### config.mk
export PLATFORM = sky130hd
export DESIGN_NAME = srvm_div
export DESIGN_NICKNAME = d
export VERILOG_FILES = /design/src/hw/rtl/stack_register_vm_execute_unit_macros.svh /design/src/hw/rtl/srvm_pkg.sv /design/src/hw/rtl/srvm_div.sv
export SDC_FILE = /design/constraint.sdc
export NUM_CORES = 1
export LEC_CHECK = 0
export BUFFER_PORTS_ARGS = -buffer_cell sky130_fd_sc_hd__buf_2
export CAP_MARGIN = 25
export CORE_MARGIN = 1
export CORE_UTILIZATION = 45
export CTS_CLUSTER_DIAMETER = 30
export DETAILED_ROUTE_END_ITERATION = 10
export HOLD_SLACK_MARGIN = 0.15
export PLACE_DENSITY = 0.74
export SLEW_MARGIN = 15
export SYNTH_ARGS = -nofsm -noshare
export SYNTH_HDL_FRONTEND = slang
export SYNTH_SLANG_ARGS = --single-unit
### constraint.sdc
create_clock -name clk -period 2.7 [get_ports clk]
set_input_delay 0.27 -clock clk [delete_from_list [all_inputs] [get_ports clk]]
set_output_delay 0.27 -clock clk [all_outputs]
set_load 0.02 [all_outputs]
### src/hw/rtl/stack_register_vm_execute_unit_macros.svh
// ----------------------------------------------------------------------------
// stack register vm execute unit assertion macros
// shared assertion forms, clocked on clk and disabled in reset
// ----------------------------------------------------------------------------
`ifndef STACK_REGISTER_VM_EXECUTE_UNIT_MACROS_SVH
`define STACK_REGISTER_VM_EXECUTE_UNIT_MACROS_SVH

// same-cycle implication
`define SRVM_ASSERT_IMP(lbl, ante, cons) \
	lbl: assert property (@(posedge clk) disable iff (!arst_n) (ante) |-> (cons)) \
		else $error("srvm check failed");

// next-cycle implication
`define SRVM_ASSERT_NXT(lbl, ante, cons) \
	lbl: assert property (@(posedge clk) disable iff (!arst_n) (ante) |=> (cons)) \
		else $error("srvm check failed");

`endif

### src/hw/rtl/srvm_pkg.sv
// ----------------------------------------------------------------------------
// srvm_pkg
// shared constants, codes and types of the stack register vm execute unit
// ----------------------------------------------------------------------------
`default_nettype none
package srvm_pkg;
	localparam int DATA_W      = 32;
	localparam int REG_COUNT   = 17;
	localparam int REG_AW      = $clog2(REG_COUNT);
	localparam int MEM_WORDS   = 256;
	localparam int MEM_AW      = $clog2(MEM_WORDS);
	localparam int STACK_DEPTH = 256;
	localparam int STK_AW      = $clog2(STACK_DEPTH);
	localparam int CNT_W       = STK_AW + 1;
	localparam int PROG_DEPTH  = 4096;
	localparam int TGT_W       = $clog2(PROG_DEPTH);
	localparam int IDX_W       = 8;
	localparam int IN_W        = 104;
	localparam int OUT_W       = 72;

	localparam logic [IDX_W-1:0] R_FLAG = IDX_W'(4);
	localparam logic [IDX_W-1:0] R_REM  = IDX_W'(5);
	localparam logic [IDX_W-1:0] R_TOP  = IDX_W'(6);
	localparam logic [IDX_W-1:0] R_PC   = IDX_W'(8);

	typedef enum logic [1:0] {
		K_REG = 2'd0,
		K_MEM = 2'd1,
		K_IMM = 2'd2,
		K_ALT = 2'd3
	} kind_t;

	typedef enum logic [1:0] {
		E_NONE  = 2'd0,
		E_DIV0  = 2'd1,
		E_OVER  = 2'd2,
		E_UNDER = 2'd3
	} err_t;

	typedef enum logic [4:0] {
		OP_MOV = 5'd0, OP_PUSH = 5'd1, OP_POP = 5'd2, OP_PUSHF = 5'd3,
		OP_POPF = 5'd4, OP_CALL = 5'd5, OP_RET = 5'd6, OP_INC = 5'd7,
		OP_DEC = 5'd8, OP_ADD = 5'd9, OP_SUB = 5'd10, OP_MUL = 5'd11,
		OP_DIV = 5'd12, OP_MOD = 5'd13, OP_REM = 5'd14, OP_NOT = 5'd15,
		OP_OR = 5'd16, OP_AND = 5'd17, OP_XOR = 5'd18, OP_SHL = 5'd19,
		OP_SHR = 5'd20, OP_CMP = 5'd21, OP_JMP = 5'd22, OP_JE = 5'd23,
		OP_JNE = 5'd24, OP_JG = 5'd25, OP_JGE = 5'd26, OP_JL = 5'd27,
		OP_JLE = 5'd28, OP_PRN = 5'd29, OP_NOP0 = 5'd30, OP_NOP1 = 5'd31
	} op_t;
endpackage
`default_nettype wire

### src/hw/rtl/srvm_div.sv
// ----------------------------------------------------------------------------
// srvm_div
// unsigned restoring divider, one quotient bit per cycle
// ----------------------------------------------------------------------------
`default_nettype none
module srvm_div (
	input  wire logic                      clk,
	input  wire logic                      arst_n,
	input  wire logic                      start,
	input  wire logic [srvm_pkg::DATA_W-1:0] dividend,
	input  wire logic [srvm_pkg::DATA_W-1:0] divisor,
	output logic                           done,
	output logic [srvm_pkg::DATA_W-1:0]    quot,
	output logic [srvm_pkg::DATA_W-1:0]    rem
);
	import srvm_pkg::*;

	localparam int CW = $clog2(DATA_W + 1);

	logic [DATA_W-1:0] quo_q, rem_q, dsr_q;
	logic [CW-1:0]     cnt_q;
	logic              busy_q, done_q;
	logic [DATA_W:0]   diff;

	assign diff = {rem_q, quo_q[DATA_W-1]} - {1'b0, dsr_q};

	always_ff @(posedge clk or negedge arst_n) begin
		if (!arst_n) begin
			busy_q <= 1'b0;
			done_q <= 1'b0;
			cnt_q  <= '0;
			quo_q  <= '0;
			rem_q  <= '0;
			dsr_q  <= '0;
		end else begin
			done_q <= 1'b0;
			if (start) begin
				busy_q <= 1'b1;
				cnt_q  <= CW'(DATA_W);
				quo_q  <= dividend;
				rem_q  <= '0;
				dsr_q  <= divisor;
			end else if (busy_q) begin
				if (diff[DATA_W]) begin
					rem_q <= {rem_q[DATA_W-2:0], quo_q[DATA_W-1]};
				end else begin
					rem_q <= diff[DATA_W-1:0];
				end
				quo_q <= {quo_q[DATA_W-2:0], ~diff[DATA_W]};
				cnt_q <= cnt_q - CW'(1);
				if (cnt_q == CW'(1)) begin
					busy_q <= 1'b0;
					done_q <= 1'b1;
				end
			end
		end
	end

	assign done = done_q;
	assign quot = quo_q;
	assign rem  = rem_q;
endmodule
`default_nettype wire
# == Word-level counts from Yosys, hierarchy flattened ==
# Index checks and enable logic that the tools add are counted.
# op_classes
add_sub_neg,2
n_eq_ne,1
muxes,13
n_bitwise,1
reduce_logical,1
# ops
operator,n
$mux W32,5
$sub A33 B32 Y33,1
$mux W6,2
$eq A6 B1 Y1 const B,1
$mux W1,6
$sub A6 B1 Y6 const B,1
$reduce_bool A2 Y1,1
$not A1 Y1,1
# totals
ff_bits,104
input_bits,67
out_inout_bits,65
word_cells,24

# == Longest topological paths before layout ==
# Gate-level depths: netlist of run 1.
# depth
word_depth,4
ltp_mapped,15
mapped_depth_nobuf,13

# == Least setup slack after synthesis of run 1 ==
# No wires, ideal clock.
# synth_timing
path_type,reg-to-reg
start,register quo_q[31] (netlist: quot[31])
end,register rem_q[12] (netlist: rem[12])
setup_time_ps,132
t_arrival_ps,2892
required_time_ps,2568
path_slack_ps,-323
path_stages_with_launch,15
path_buffers,1
period_less_slack_ps,3023
path_cell_list,dfrtp_1 -> inv_1 -> ha_1 -> inv_1 -> fa_1 -> a21oi_1 -> nor2b_1 -> a311oi_2 -> nor3_1 -> o31ai_4 -> xor2_2 -> buf_4 -> mux2_1 -> mux2i_1 -> nor2_1
# synth_between
elab_chain_len,4
# synth_rtl
element,line,source
"start, declared",srvm_div.sv:20,"logic [DATA_W-1:0] quo_q, rem_q, dsr_q;"
"start signal, assigned",srvm_div.sv:40,quo_q <= dividend;
"start signal, assigned",srvm_div.sv:49,"quo_q <= {quo_q[DATA_W-2:0], ~diff[DATA_W]};"
$sub A33 B32 Y33,srvm_div.sv:25,"assign diff = {rem_q, quo_q[DATA_W-1]} - {1'b0, dsr_q};"
$mux W32,srvm_div.sv:44,if (diff[DATA_W]) begin
$mux W32,srvm_div.sv:43,end else if (busy_q) begin
$mux W32,srvm_div.sv:37,if (start) begin
"end signal, assigned",srvm_div.sv:45,"rem_q <= {rem_q[DATA_W-2:0], quo_q[DATA_W-1]};"
"end signal, assigned",srvm_div.sv:47,rem_q <= diff[DATA_W-1:0];
"end, declared",srvm_div.sv:20,
# No other way between the ends. The select of a mux whose other input is x is not followed.
# A chain may end at the register's enable or synchronous reset.

# == Worst setup path after layout of run 1 ==
# layout_timing
start,register quo_q[31] (netlist: quot[31])
end,register rem_q[10] (netlist: rem[10])
# Same word-level chain as after synthesis.

==> reports/metrics.yaml, run 1 <==
sta:
  finalHoldViolations: 0
  clock.fmax_mhz: 349
  hold_ws_ns: 0.343
  worst_slack_ns: -0.169
  grt_setup_unrepaired: "yes"
  fin_tns_setup_ns: -3.01
  fin_crit_sh_pct: 106
  drv_slew: 0
  skew_ns: 0.00926
  setup_viol: 31
  worstMarginPinSlew_ns: 0.680
  min_period_ns: 2.87
  slew_headroom_pct: 54.6
detailed_routing:
  wl_per_cell_um: 15.2
  drt-initial-drc-count: 315
  drc_errors: 0
  top_layer: "met4"
  first_pass_iters: 5
  ant_nets: 0
  via_count: 6050
  wl_met1_mm: 7.75
  finalWirelength_mm: 17.6
  route.met3.wl_um: 868
  vias_per_cell: 5.24
  met2_length_mm: 8.66
yosys:
  synth_fp_nets: 786
  yosysUniqueCellTypes: 56
  ys_ff_latch: 104
  ys_async_sr_fraction_pct: 100
  syn_avg_cell_area_um2: 9.03
  yosysSeqAreaShare_pct: 42.1
  synth_warnings: 0
  synth_area_um2: 6180
  synth-edff-count: 0
  syn_inst: 684
  synth_flop_cell: "dfrtp_1"
setup_path:
  critical_path.cell_chain: "inv_2, ha_4, inv_2, fa_2, a21oi_2, nor2b_2, a311oi_2, nor3_2, o31ai_4, xor2_4, buf_4, buf_6, mux2i_2, a211oi_1"
  rrSetupSlack_ns: -0.17
  critPathMaxStageDelay_ns: 0.41
  rr_worst_depth: 14
  setup.worst_path.start_class: "flop"
  reg2reg_from: "quot[31]$_DFFE_PN0P_"
  end_kind: "flop"
  critPathSlowestCell: "dfrtp_2"
  reg2reg_to: "rem[10]$_DFFE_PN0P_"
  crit_arrival_ns: 3.07
  required_ns: 2.90
  worstPathMaxFanout: 7
  crit_type: "flop to flop"
  crit_path_frequent_cell: "inv_2"
clocking:
  clk_latency_ns: 0.36
  clock_sink_count: 104
  cts_root_buf: "clkbuf_16"
  htreeDepth: 3
  cts_tree: "built"
  cts_made_buffers: 9
  clkTransAtPathRegs_ns: 0.07
  clock_path_buffers: 2
place:
  place.gp.congestion: 0.863
  dp_slack_ns: -0.346
  dpl_cell_area_um2: 7860
  dp_hpwl_mm: 11.3
  portBuffers: 131
pwr:
  peakVddDrop_mv: 0.543
  power_leakage_nw: 4.80
  power_mw: 9.04
  p_per_area_nw_per_um2: 995
job:
  maxCapViolations: 0
floorplan:
  die_h_um: 119
  dieArea_um2: 14200
  die_x_um: 119
  rows: 42
  coreArea_um2: 13300
  initial_core_util_pct: 46.5
  pin_count: 132
status:
  status: "complete, but fails checks"
  violations: "negative setup slack"
finish:
  n_antenna_cell: 0
  syn_to_final_growth_pct: 47.1
  drive_above_1_share_pct: 32.9
  postLayoutCellArea_um2: 9090
  final_nets: 1076
min_path:
  hp-start: "start"
  hold_end: "cnt_q[2]$_DFFE_PN0P_"
  hold_depth: 2
  worstHoldPathType: "input port to flop"
global_route:
  grt-ovfl-total: 0
  track_usage_pct: 25.3
  grt_pass1_wl_mm: 28.5
  grt_pass1_vias: 6018
  grt_max_degree: 61
  antenna_found_initial: 0
power by group:
part           internal, mW  switching (mW)
clock network         0.728           0.606
registers              1.90           0.262
logic                  2.74            2.80
total                  5.37            3.67
what timing repair did:
action	in CTS	in global routing
endpoints found under the setup margin	33	33
cloned	0	1
resized for setup	20	26
setup buffers	8	2
hold buffers	65	0
pin swaps	12	14
endpoints found under the hold margin	113	0
worst max-delay path: cells and delay by family, from the launching register on:
kind,cells,cell delay (ns)
xor gates and xnor gates,1,0.28
AOI/OAI and AO/OA,4,0.77
adders and majority gates,2,0.48
buffers and inverters,4,0.39
and+or+nand+nor,2,0.16
muxes,1,0.22
DFF,1,0.41
worst max-delay path by stage:
stage / from / to / slack [ns] / cells past startpoint
after CTS: quot[31]$_DFFE_PN0P_ / rem[10]$_DFFE_PN0P_ / -0.21 / 14
after floorplan: quot[31]$_DFFE_PN0P_ / rem[12]$_DFFE_PN0P_ / -0.14 / 14
after detailed placement: quot[31]$_DFFE_PN0P_ / rem[29]$_DFFE_PN0P_ / -0.35 / 13
final: quot[31]$_DFFE_PN0P_ / rem[10]$_DFFE_PN0P_ / -0.17 / 14
after global routing: rem[2]$_DFFE_PN0P_ / rem[31]$_DFFE_PN0P_ / -0.33 / 10
after global placement: quot[31]$_DFFE_PN0P_ / rem[29]$_DFFE_PN0P_ / -0.26 / 13
cell usage in the layout (no fill, tap or decap), drive strengths merged, types with 17 or more instances in the layout:
cell type and n:
a211oi 17, a21oi 45, buf 251, dfrtp 104, dlygate4sd3 65, ha 34, inv 41, mux2i 40
nand2 93, nor2 48, o21ai 83, xor2 18
synth_stat cells, types with 3 or more instances:
library cell | number | share of area (%)
and4_1 | 3 | 0.43
a211oi_1 | 16 | 1.9
a311oi_1 | 6 | 0.85
nor2b_1 | 4 | 0.41
and3_1 | 12 | 1.2
nand4_1 | 5 | 0.51
ha_1 | 34 | 6.9
buf_1 | 3 | 0.18
xor2_1 | 17 | 2.4
a21o_1 | 8 | 0.97
a21oi_1 | 45 | 3.6
a31oi_1 | 5 | 0.51
o211ai_1 | 12 | 1.5
and2_1 | 3 | 0.30
nand2b_1 | 3 | 0.30
dfrtp_1 | 104 | 42
o211a_1 | 9 | 1.5
xnor2_1 | 12 | 1.7
nand3_1 | 6 | 0.49
nand2_1 | 93 | 5.7
inv_1 | 39 | 2.4
nor2_1 | 48 | 2.9
o21ai_0 | 75 | 6.1
buf_2 | 5 | 0.41
mux2i_1 | 40 | 6.5
o21ai_1 | 8 | 0.65
nor3_1 | 5 | 0.41
clkbuf_1 | 29 | 1.8
flip-flops by register name (all words and copies together) (netlist names):
name	cells
rem	32
cnt_q	6
done	1
busy_q	1
dsr_q	32
quot	32
layout make-up:
| type | instances | area (um^2) |
|---|---|---|
| fill | 1046 | 4210 |
| multi-input combinational | 503 | 3540 |
| sequential | 104 | 2610 |
| timing repair buffer | 317 | 2280 |
| clock buffer | 11 | 233 |
| tap | 176 | 220 |
| inverter | 39 | 146 |
| clock inverter | 5 | 63.8 |
per-layer routing:
| layer | vias up | global-route usage, % |
|---|---|---|
| li1 | 2992 | - |
| met4 | 0 | 7.12 |
| met3 | 23 | 6.61 |
| met1 | 2880 | 32.0 |
| met5 | - | 0 |
| met2 | 155 | 42.5 |
metrics by stage:
stage | utilization (%) | cells
4_1_cts | 67.3 | 1152
6_report | 68.4 | 1155
3_3_place_gp | 59.1 | 1063
5_1_grt | 68.4 | 1155
2_1_floorplan | - | 684
3_5_place_dp | 59.1 | 1063
kinds of logic (layout without fill, tap and decap cells):
kind of cell             Yosys count  after routing  share of synthesized area [%]
AO/OA/AOI/OAI                    202            202                           20.4
XOR/XNOR                          30             30                           4.38
adder cells (fa/ha/maj)           35             35                           7.21
buffers and inverters             77            372                           4.84
flip-flops                       104            104                           42.1
multiplexers                      43             43                           7.03
AND/OR/NAND/NOR                  193            193                           14.0
No activity file was read; power rests on OpenSTA's default activity.
==> run 2, diff against run 1 <==
CORE_ASPECT_RATIO = 1.4   (was default)
==> run 2 against run 1 <==
Compared with the run above:
- the run still ends with negative setup slack left
- critical endpoint is now rem[8]$_DFFE_PN0P_
- wire length shrank 2.6%
- non-clock buffer count decreased by 24
- critical path depth unchanged
- combinational power down 3%
==> reports/metrics.yaml, run 2 (synthesis gave the netlist of run 1 again) <==
status:
  status: "complete, but fails checks"  # unchanged
  violations: "negative setup slack"  # unchanged
place:
  dp_hpwl_mm: 11.2  # was 11.3 mm
  dpl_cell_area_um2: 7780  # was 7860 um^2
  place.gp.congestion: 0.839  # was 0.863
  portBuffers: 131  # unchanged
  dp_slack_ns: -0.226  # was -0.346 ns
finish:
  postLayoutCellArea_um2: 8880  # was 9090 um^2
  final_nets: 1052  # was 1,076
  syn_to_final_growth_pct: 43.8  # was 47.1%
  final_common_cell: "buf_2"  # unchanged
  fillers: 1097  # was 1,046
  final_cell_mix: "129 x buf_2, 101 x dfrtp_1, 94 x buf_4"  # was 129 x buf_2, 114 x buf_4, 101 x dfrtp_1
  n_antenna_cell: 0  # unchanged
  drive_above_1_share_pct: 30.6  # was 32.9%
min_path:
  worstHoldPathType: "input port to flop"  # unchanged
  hold_end: "dsr_q[26]$_DFFE_PN0P_"  # was cnt_q[2]$_DFFE_PN0P_
  hold_depth: 3  # was 2
  hp-start: "divisor[26]"  # was start
setup_path:
  worstSetupStartpoint: "quot[31]$_DFFE_PN0P_"  # unchanged
  rrSetupSlack_ns: -0.21  # was -0.17 ns
  crit_arrival_ns: 3.11  # was 3.07 ns
  setup.worst_path.start_class: "flop"  # unchanged
  required_ns: 2.90  # about the same
  crit_type: "flop to flop"  # unchanged
  end_kind: "flop"  # unchanged
  worstPathMaxFanout: 7  # unchanged
  reg2reg_to: "rem[8]$_DFFE_PN0P_"  # was rem[10]$_DFFE_PN0P_
  reg2reg_from: "quot[31]$_DFFE_PN0P_"  # unchanged
  rr_worst_depth: 14  # unchanged
global_route:
  grt_max_degree: 155  # was 61
  track_usage_pct: 24.1  # was 25.3%
  grt-ovfl-total: 0  # unchanged
  grt_pass1_wl_mm: 27.3  # was 28.5 mm
  grt_pass1_vias: 6073  # was 6,018
  antenna_found_initial: 0  # unchanged
clocking:
  cts_root_buf: "clkbuf_16"  # unchanged
  cts_made_buffers: 9  # unchanged
  htreeDepth: 3  # unchanged
  clock_sink_count: 104  # unchanged
  clkTransAtPathRegs_ns: 0.07  # about the same
  clk_latency_ns: 0.35  # was 0.36 ns
  clock_path_buffers: 2  # unchanged
  cts_tree: "built"  # unchanged
pwr:
  power_mw: 8.85  # was 9.04 mW
  power_leakage_nw: 4.71  # was 4.80 nW
  peakVddDrop_mv: 0.398  # was 0.543 mV
  p_per_area_nw_per_um2: 997  # was 995 nW/um^2
detailed_routing:
  finalWirelength_mm: 17.1  # was 17.6 mm
  ant_nets: 0  # unchanged
  first_pass_iters: 4  # was 5
  wl_per_cell_um: 15.0  # was 15.2 um
  drt-initial-drc-count: 275  # was 315
  drc_errors: 0  # unchanged
  vias_per_cell: 5.26  # was 5.24
  via_count: 5975  # was 6,050
floorplan:
  die_h_um: 141  # was 119 um
  coreArea_um2: 13400  # was 13,300 um^2
  dieArea_um2: 14200  # about the same
  rows: 50  # was 42
  pin_count: 132  # unchanged
  die_x_um: 101  # was 119 um
  initial_core_util_pct: 46.1  # was 46.5%
sta:
  setup_viol: 33  # was 31
  drv_slew: 0  # unchanged
  worst_slack_ns: -0.214  # was -0.169 ns
  worstMarginPinSlew_ns: 0.714  # was 0.680 ns
  finalHoldViolations: 0  # unchanged
  fin_crit_sh_pct: 108  # was 106%
  clock.fmax_mhz: 343  # was 349 MHz
  min_period_ns: 2.91  # was 2.87 ns
  skew_ns: 0.00770  # was 0.00926 ns
  fin_tns_setup_ns: -3.63  # was -3.01 ns
  hold_ws_ns: 0.145  # was 0.343 ns
  grt_setup_unrepaired: "yes"  # unchanged
  slew_headroom_pct: 52.4  # was 54.6%
job:
  maxCapViolations: 0  # unchanged
run 2: changes by cell type in the layout (fill, tap and decap cells not counted), moves of 3 or more:
cell / before / now
nand2_1: 93 / 87
o21ai_0: 72 / 75
nand2_2: 0 / 3
a21oi_1: 35 / 38
dlygate4sd3_1: 65 / 60
buf_12: 1 / 4
nand2_4: 0 / 3
buf_4: 114 / 94
a21oi_2: 10 / 7
run 2: power by group:
| group | switching, mW | total [mW] | internal [mW] |
|---|---|---|---|
| Sequential | 0.251 | 2.15 | 1.90 |
| Combinational | 2.76 | 5.38 | 2.61 |
| Clock | 0.603 | 1.33 | 0.725 |
run 2: routing by layer:
layer	vias up	track usage, %	part of all wire [%]
met2	160	42.9	52
met1	2848	28.5	41
met4	0	8.92	2.3
met5	-	0	0
li1	2936	-	-
met3	31	4.46	4.6
run 2: how the worst max path moves through the flow:
| stage | endpoint | slack [ns] | cells past startpoint |
|---|---|---|---|
| floorplan | rem[12]$_DFFE_PN0P_ | -0.14 | 14 |
| global placement | rem[8]$_DFFE_PN0P_ | -0.13 | 13 |
| detailed placement | rem[18]$_DFFE_PN0P_ | -0.23 | 10 |
| CTS | rem[29]$_DFFE_PN0P_ | -0.18 | 13 |
| global route | rem[8]$_DFFE_PN0P_ | -0.39 | 14 |
| finish | rem[8]$_DFFE_PN0P_ | -0.21 | 14 |
run 2: through the flow:
| step | util, % | std cells |
|---|---|---|
| 2_1_floorplan | - | 684 |
| 3_5_place_dp | 58.1 | 1055 |
| 3_3_place_gp | 58.1 | 1055 |
| 6_report | 66.3 | 1137 |
| 5_1_grt | 66.3 | 1137 |
| 4_1_cts | 65.1 | 1133 |
run 2: cell type report:
type                            instances  area, um^2  area share (%)
Multi-Input combinational cell        503        3470            39.1
Sequential cell                       104        2610            29.4
Timing Repair Buffer                  293        2130            24.0
Clock buffer                           10         229            2.58
Tap cell                              182         228            2.56
Inverter                               39         146            1.65
Clock inverter                          6        67.6           0.761
run 2: worst max-delay path, cell delays in order (launching register included):
cell      delay, ns
dfrtp_2        0.41
inv_2          0.06
ha_4           0.12
inv_2          0.03
fa_2           0.36
a21oi_2        0.13
nor2b_2        0.06
a311oi_2       0.25
nor3_2         0.09
o31ai_4        0.31
xor2_4         0.27
buf_6          0.18
buf_12         0.14
mux2i_2        0.24
a211oi_2       0.10
run 2: timing repair:
action	in CTS	in global routing
setup endpoints to repair	33	33
buffers inserted	3	0
cloned	0	3
resized for setup	4	26
hold buffers	59	1
pin swaps	5	14
hold endpoints to repair	110	1
==> run 3, diff against run 2 <==
ABC_AREA = 1   (was default)
PLACE_DENSITY = 0.65   (was 0.74)
==> run 3 against run 2 <==
Compared with the run above:
- sequential share of layout area fell by 0.58 points
- die area rose by 15%
- cell count rose by 28%
- core utilization fell by 8.2 points
- critical endpoint is now rem[26]$_DFFE_PN0P_
- clock power rose by 5%
- register-to-register slack improved by 0.40 ns
- the run now ends clean
- non-clock buffer count fell by 91
- synthesized cell count rose by 56%
- critical path depth fell by 1
- flip-flop and latch count did not move
==> reports/metrics.yaml, run 3 <==
clocking:
  cts_root_buf: "clkbuf_16"  # unchanged
  clk_latency_ns: 0.36  # was 0.35 ns
  clkTransAtPathRegs_ns: 0.08  # was 0.07 ns
  clock_sink_count: 104  # unchanged
  clock_path_buffers: 2  # unchanged
  htreeDepth: 3  # unchanged
  cts_made_buffers: 9  # unchanged
  cts_tree: "built"  # unchanged
yosys:
  ys_ff_latch: 104  # unchanged
  yosysUniqueCellTypes: 40  # was 56
  synthTopCellsByCount: "441 x nand2_1, 193 x inv_1, 104 x dfrtp_1"  # was 104 x dfrtp_1, 93 x nand2_1, 75 x o21ai_0
  syn_avg_cell_area_um2: 6.68  # was 9.03 um^2
  synth_flop_cell: "dfrtp_1"  # unchanged
  synthTopCellsByArea: "dfrtp_1 36%, nand2_1 23%, inv_1 10%, ha_1 6.0%, nand3_1 3.9%"  # was dfrtp_1 42%, ha_1 6.9%, mux2i_1 6.5%, o21ai_0 6.1%, nand2_1 5.7%
  synth_area_um2: 7150  # was 6180 um^2
  yosysSeqAreaShare_pct: 36.4  # was 42.1%
  yosys.cell_count.top_type: "nand2_1"  # was dfrtp_1
  syn_inst: 1070  # was 684
  synth-edff-count: 0  # unchanged
  synth_fp_nets: 1172  # was 786
  synth_top_cell_by_area: "dfrtp_1"  # unchanged
  ys_async_sr_fraction_pct: 100  # unchanged
  synth_warnings: 0  # unchanged
  synth_top_area_share_pct: 36.4  # was 42.1%
global_route:
  track_usage_pct: 25.3  # was 24.1%
  grt-ovfl-total: 0  # unchanged
  grt_max_degree: 68  # was 155
  grt_pass1_vias: 6802  # was 6,073
  antenna_found_initial: 0  # unchanged
  grt_pass1_wl_mm: 32.2  # was 27.3 mm
finish:
  final_cell_mix: "440 x nand2_1, 192 x inv_1, 129 x buf_2"  # was 129 x buf_2, 101 x dfrtp_1, 94 x buf_4
  utilization_pct: 58.2  # was 66.3%
  drive_above_1_share_pct: 15.5  # was 30.6%
  fillers: 1547  # was 1,097
  final_nets: 1359  # was 1,052
  layout.cells.non_filler: 1458  # was 1,137
  n_antenna_cell: 0  # unchanged
  syn_to_final_growth_pct: 26.4  # was 43.8%
  final_common_cell: "nand2_1"  # was buf_2
setup_path:
  required_ns: 2.96  # was 2.90 ns
  worstPathMaxFanout: 7  # unchanged
  setup.worst_path.start_class: "flop"  # unchanged
  critPathSlowestCell: "dfrtp_1"  # was dfrtp_2
  critical_path.cell_chain: "ha_1, nand2_1, nor2_1, nand2_1, nor2_1, nand2_4, nand2_2, nand2_4, nand2_8, clkbuf_4, nand3_1, nand2_1, nand2_1"  # was inv_2, ha_4, inv_2, fa_2, a21oi_2, nor2b_2, a311oi_2, nor3_2, o31ai_4, xor2_4, buf_6, buf_12, mux2i_2, a211oi_2
  crit_type: "flop to flop"  # unchanged
  crit_arrival_ns: 2.77  # was 3.11 ns
  critPathMaxStageDelay_ns: 0.44  # was 0.41 ns
  critPathTopFamily: "simple AND/OR/NAND/NOR gates"  # was compound AO/OA/AOI/OAI gates
  crit_path_frequent_cell: "nand2_1"  # was inv_2
  cp_num_buf_inv: 1  # was 4
  end_kind: "flop"  # unchanged
place:
  portBuffers: 131  # unchanged
  dp_hpwl_mm: 14.7  # was 11.2 mm
  place.gp.congestion: 0.908  # was 0.839
  dp_cells: 1375  # was 1,055
floorplan:
  initial_core_util_pct: 46.0  # was 46.1%
  dieArea_um2: 16400  # was 14,200 um^2
  coreArea_um2: 15500  # was 13,400 um^2
  rows: 54  # was 50
  pin_count: 132  # unchanged
  die_h_um: 151  # was 141 um
  die_x_um: 109  # was 101 um
sta:
  setup_viol: 0  # was 33
  skew_ns: 0.0110  # was 0.00770 ns
  finalHoldViolations: 0  # unchanged
  grt_setup_unrepaired: "no"  # was yes
  min_period_ns: 2.52  # was 2.91 ns
  slew_headroom_pct: 48.0  # was 52.4%
  worstMarginPinSlew_ns: 0.779  # was 0.714 ns
  fin_crit_sh_pct: 93.2  # was 108%
  clock.fmax_mhz: 397  # was 343 MHz
  fin_tns_setup_ns: 0  # was -3.63 ns
  drv_slew: 0  # unchanged
pwr:
  seq_power_share_pct: 26.3  # was 24.3%
  power_leakage_nw: 5.19  # was 4.71 nW
  p_per_area_nw_per_um2: 875  # was 997 nW/um^2
  p_sw_share_pct: 47.4  # was 40.9%
  p_sw_mw: 3.75  # was 3.62 mW
  power_frac_clock_pct: 17.7  # was 15.0%
  peakVddDrop_mv: 0.417  # was 0.398 mV
  combPwrFrac_pct: 56.0  # was 60.7%
  p_int_mw: 4.16  # was 5.24 mW
job:
  maxCapViolations: 0  # unchanged
detailed_routing:
  vias_per_cell: 4.82  # was 5.26
  via_count: 7023  # was 5,975
  wl_per_cell_um: 13.8  # was 15.0 um
  drc_errors: 0  # unchanged
  ant_nets: 0  # unchanged
  first_pass_iters: 5  # was 4
  drt-initial-drc-count: 289  # was 275
  finalWirelength_mm: 20.2  # was 17.1 mm
status:
  status: "completed"  # was complete, but fails checks
min_path:
  worstHoldPathType: "input port to flop"  # unchanged
## run 3: metal layers
| metal | global-route usage [%] | part of all wire (%) | up-vias |
|---|---|---|---|
| met4 | 9.26 | 2.6 | 0 |
| li1 | - | - | 3669 |
| met5 | 0 | 0 | - |
| met2 | 46.1 | 51 | 146 |
| met1 | 29.4 | 42 | 3173 |
| met3 | 4.17 | 3.9 | 35 |
## run 3: worst register-to-register path: stages, from the launching register on
cell and delay [ns]:
dfrtp_1 0.44, ha_1 0.39, nand2_1 0.13, nor2_1 0.28
nand2_1 0.12, nor2_1 0.22, nand2_4 0.10, nand2_2 0.10
nand2_4 0.09, nand2_8 0.13, clkbuf_4 0.21, nand3_1 0.09
nand2_1 0.08, nand2_1 0.05
## run 3: kinds of logic after synthesis
kind of cell	count (synthesis)	synth area share, %
simple gates	594	34.3
buf+inv	222	12.5
flops	104	36.4
compound gates	100	8.72
fa+ha+maj	35	6.23
xor+xnor	15	1.84
## run 3: final timing paths
path                                           start                     to  slack (ns)  cells after the start
max in group asynchronous                     arst_n    quot[8]$_DFFE_PN0P_        1.55                      3
worst max register to register   rem[26]$_DFFE_PN0P_    rem[26]$_DFFE_PN0P_        0.18                     13
min in group asynchronous                     arst_n  dsr_q[18]$_DFFE_PN0P_        0.41                      2
worst min-delay path                      divisor[0]   dsr_q[0]$_DFFE_PN0P_        0.16                      3
worst min register to register  cnt_q[4]$_DFFE_PN0P_   cnt_q[4]$_DFFE_PN0P_        0.50                      1
worst max-delay path             rem[26]$_DFFE_PN0P_    rem[26]$_DFFE_PN0P_        0.18                     13
## run 3: final cells by class
cell class / count / area, um^2 / area share [%]
Tap cell: 196 / 245 / 2.71
Clock inverter: 7 / 98.8 / 1.09
Sequential cell: 104 / 2600 / 28.8
Inverter: 194 / 728 / 8.06
Timing Repair Buffer: 202 / 1400 / 15.5
Multi-Input combinational cell: 746 / 3740 / 41.4
Clock buffer: 9 / 225 / 2.49
## run 3: timing repair
action,CTS,global route
hold endpoints to repair,97,0
endpoints found under the setup margin,0,33
hold buffers,61,0
setup buffers,0,4
gates resized for setup,0,10
## run 3: stage by stage
stage	total power [mW]	cell area (um^2)	setup slack (ns)	hold WS (ns)
6_report	7.91	9040	0.183	0.162
5_1_grt	8.59	9040	0.00808	0.168
4_1_cts	7.61	8910	0.0714	0.158
3_5_place_dp	6.10	7980	0.125	0.268
3_3_place_gp	6.07	7980	0.248	0.270
2_1_floorplan	5.12	7150	0.419	-0.0256
## run 3: power by group through the flow
stage / clock, mW / sequential (mW) / combinational [mW]
6_report: 1.40 / 2.08 / 4.43
5_1_grt: 1.49 / 2.12 / 4.97
4_1_cts: 1.44 / 2.07 / 4.10
3_5_place_dp: 0 / 2.09 / 4.01
3_3_place_gp: 0 / 2.10 / 3.98
2_1_floorplan: 0 / 2.31 / 2.82
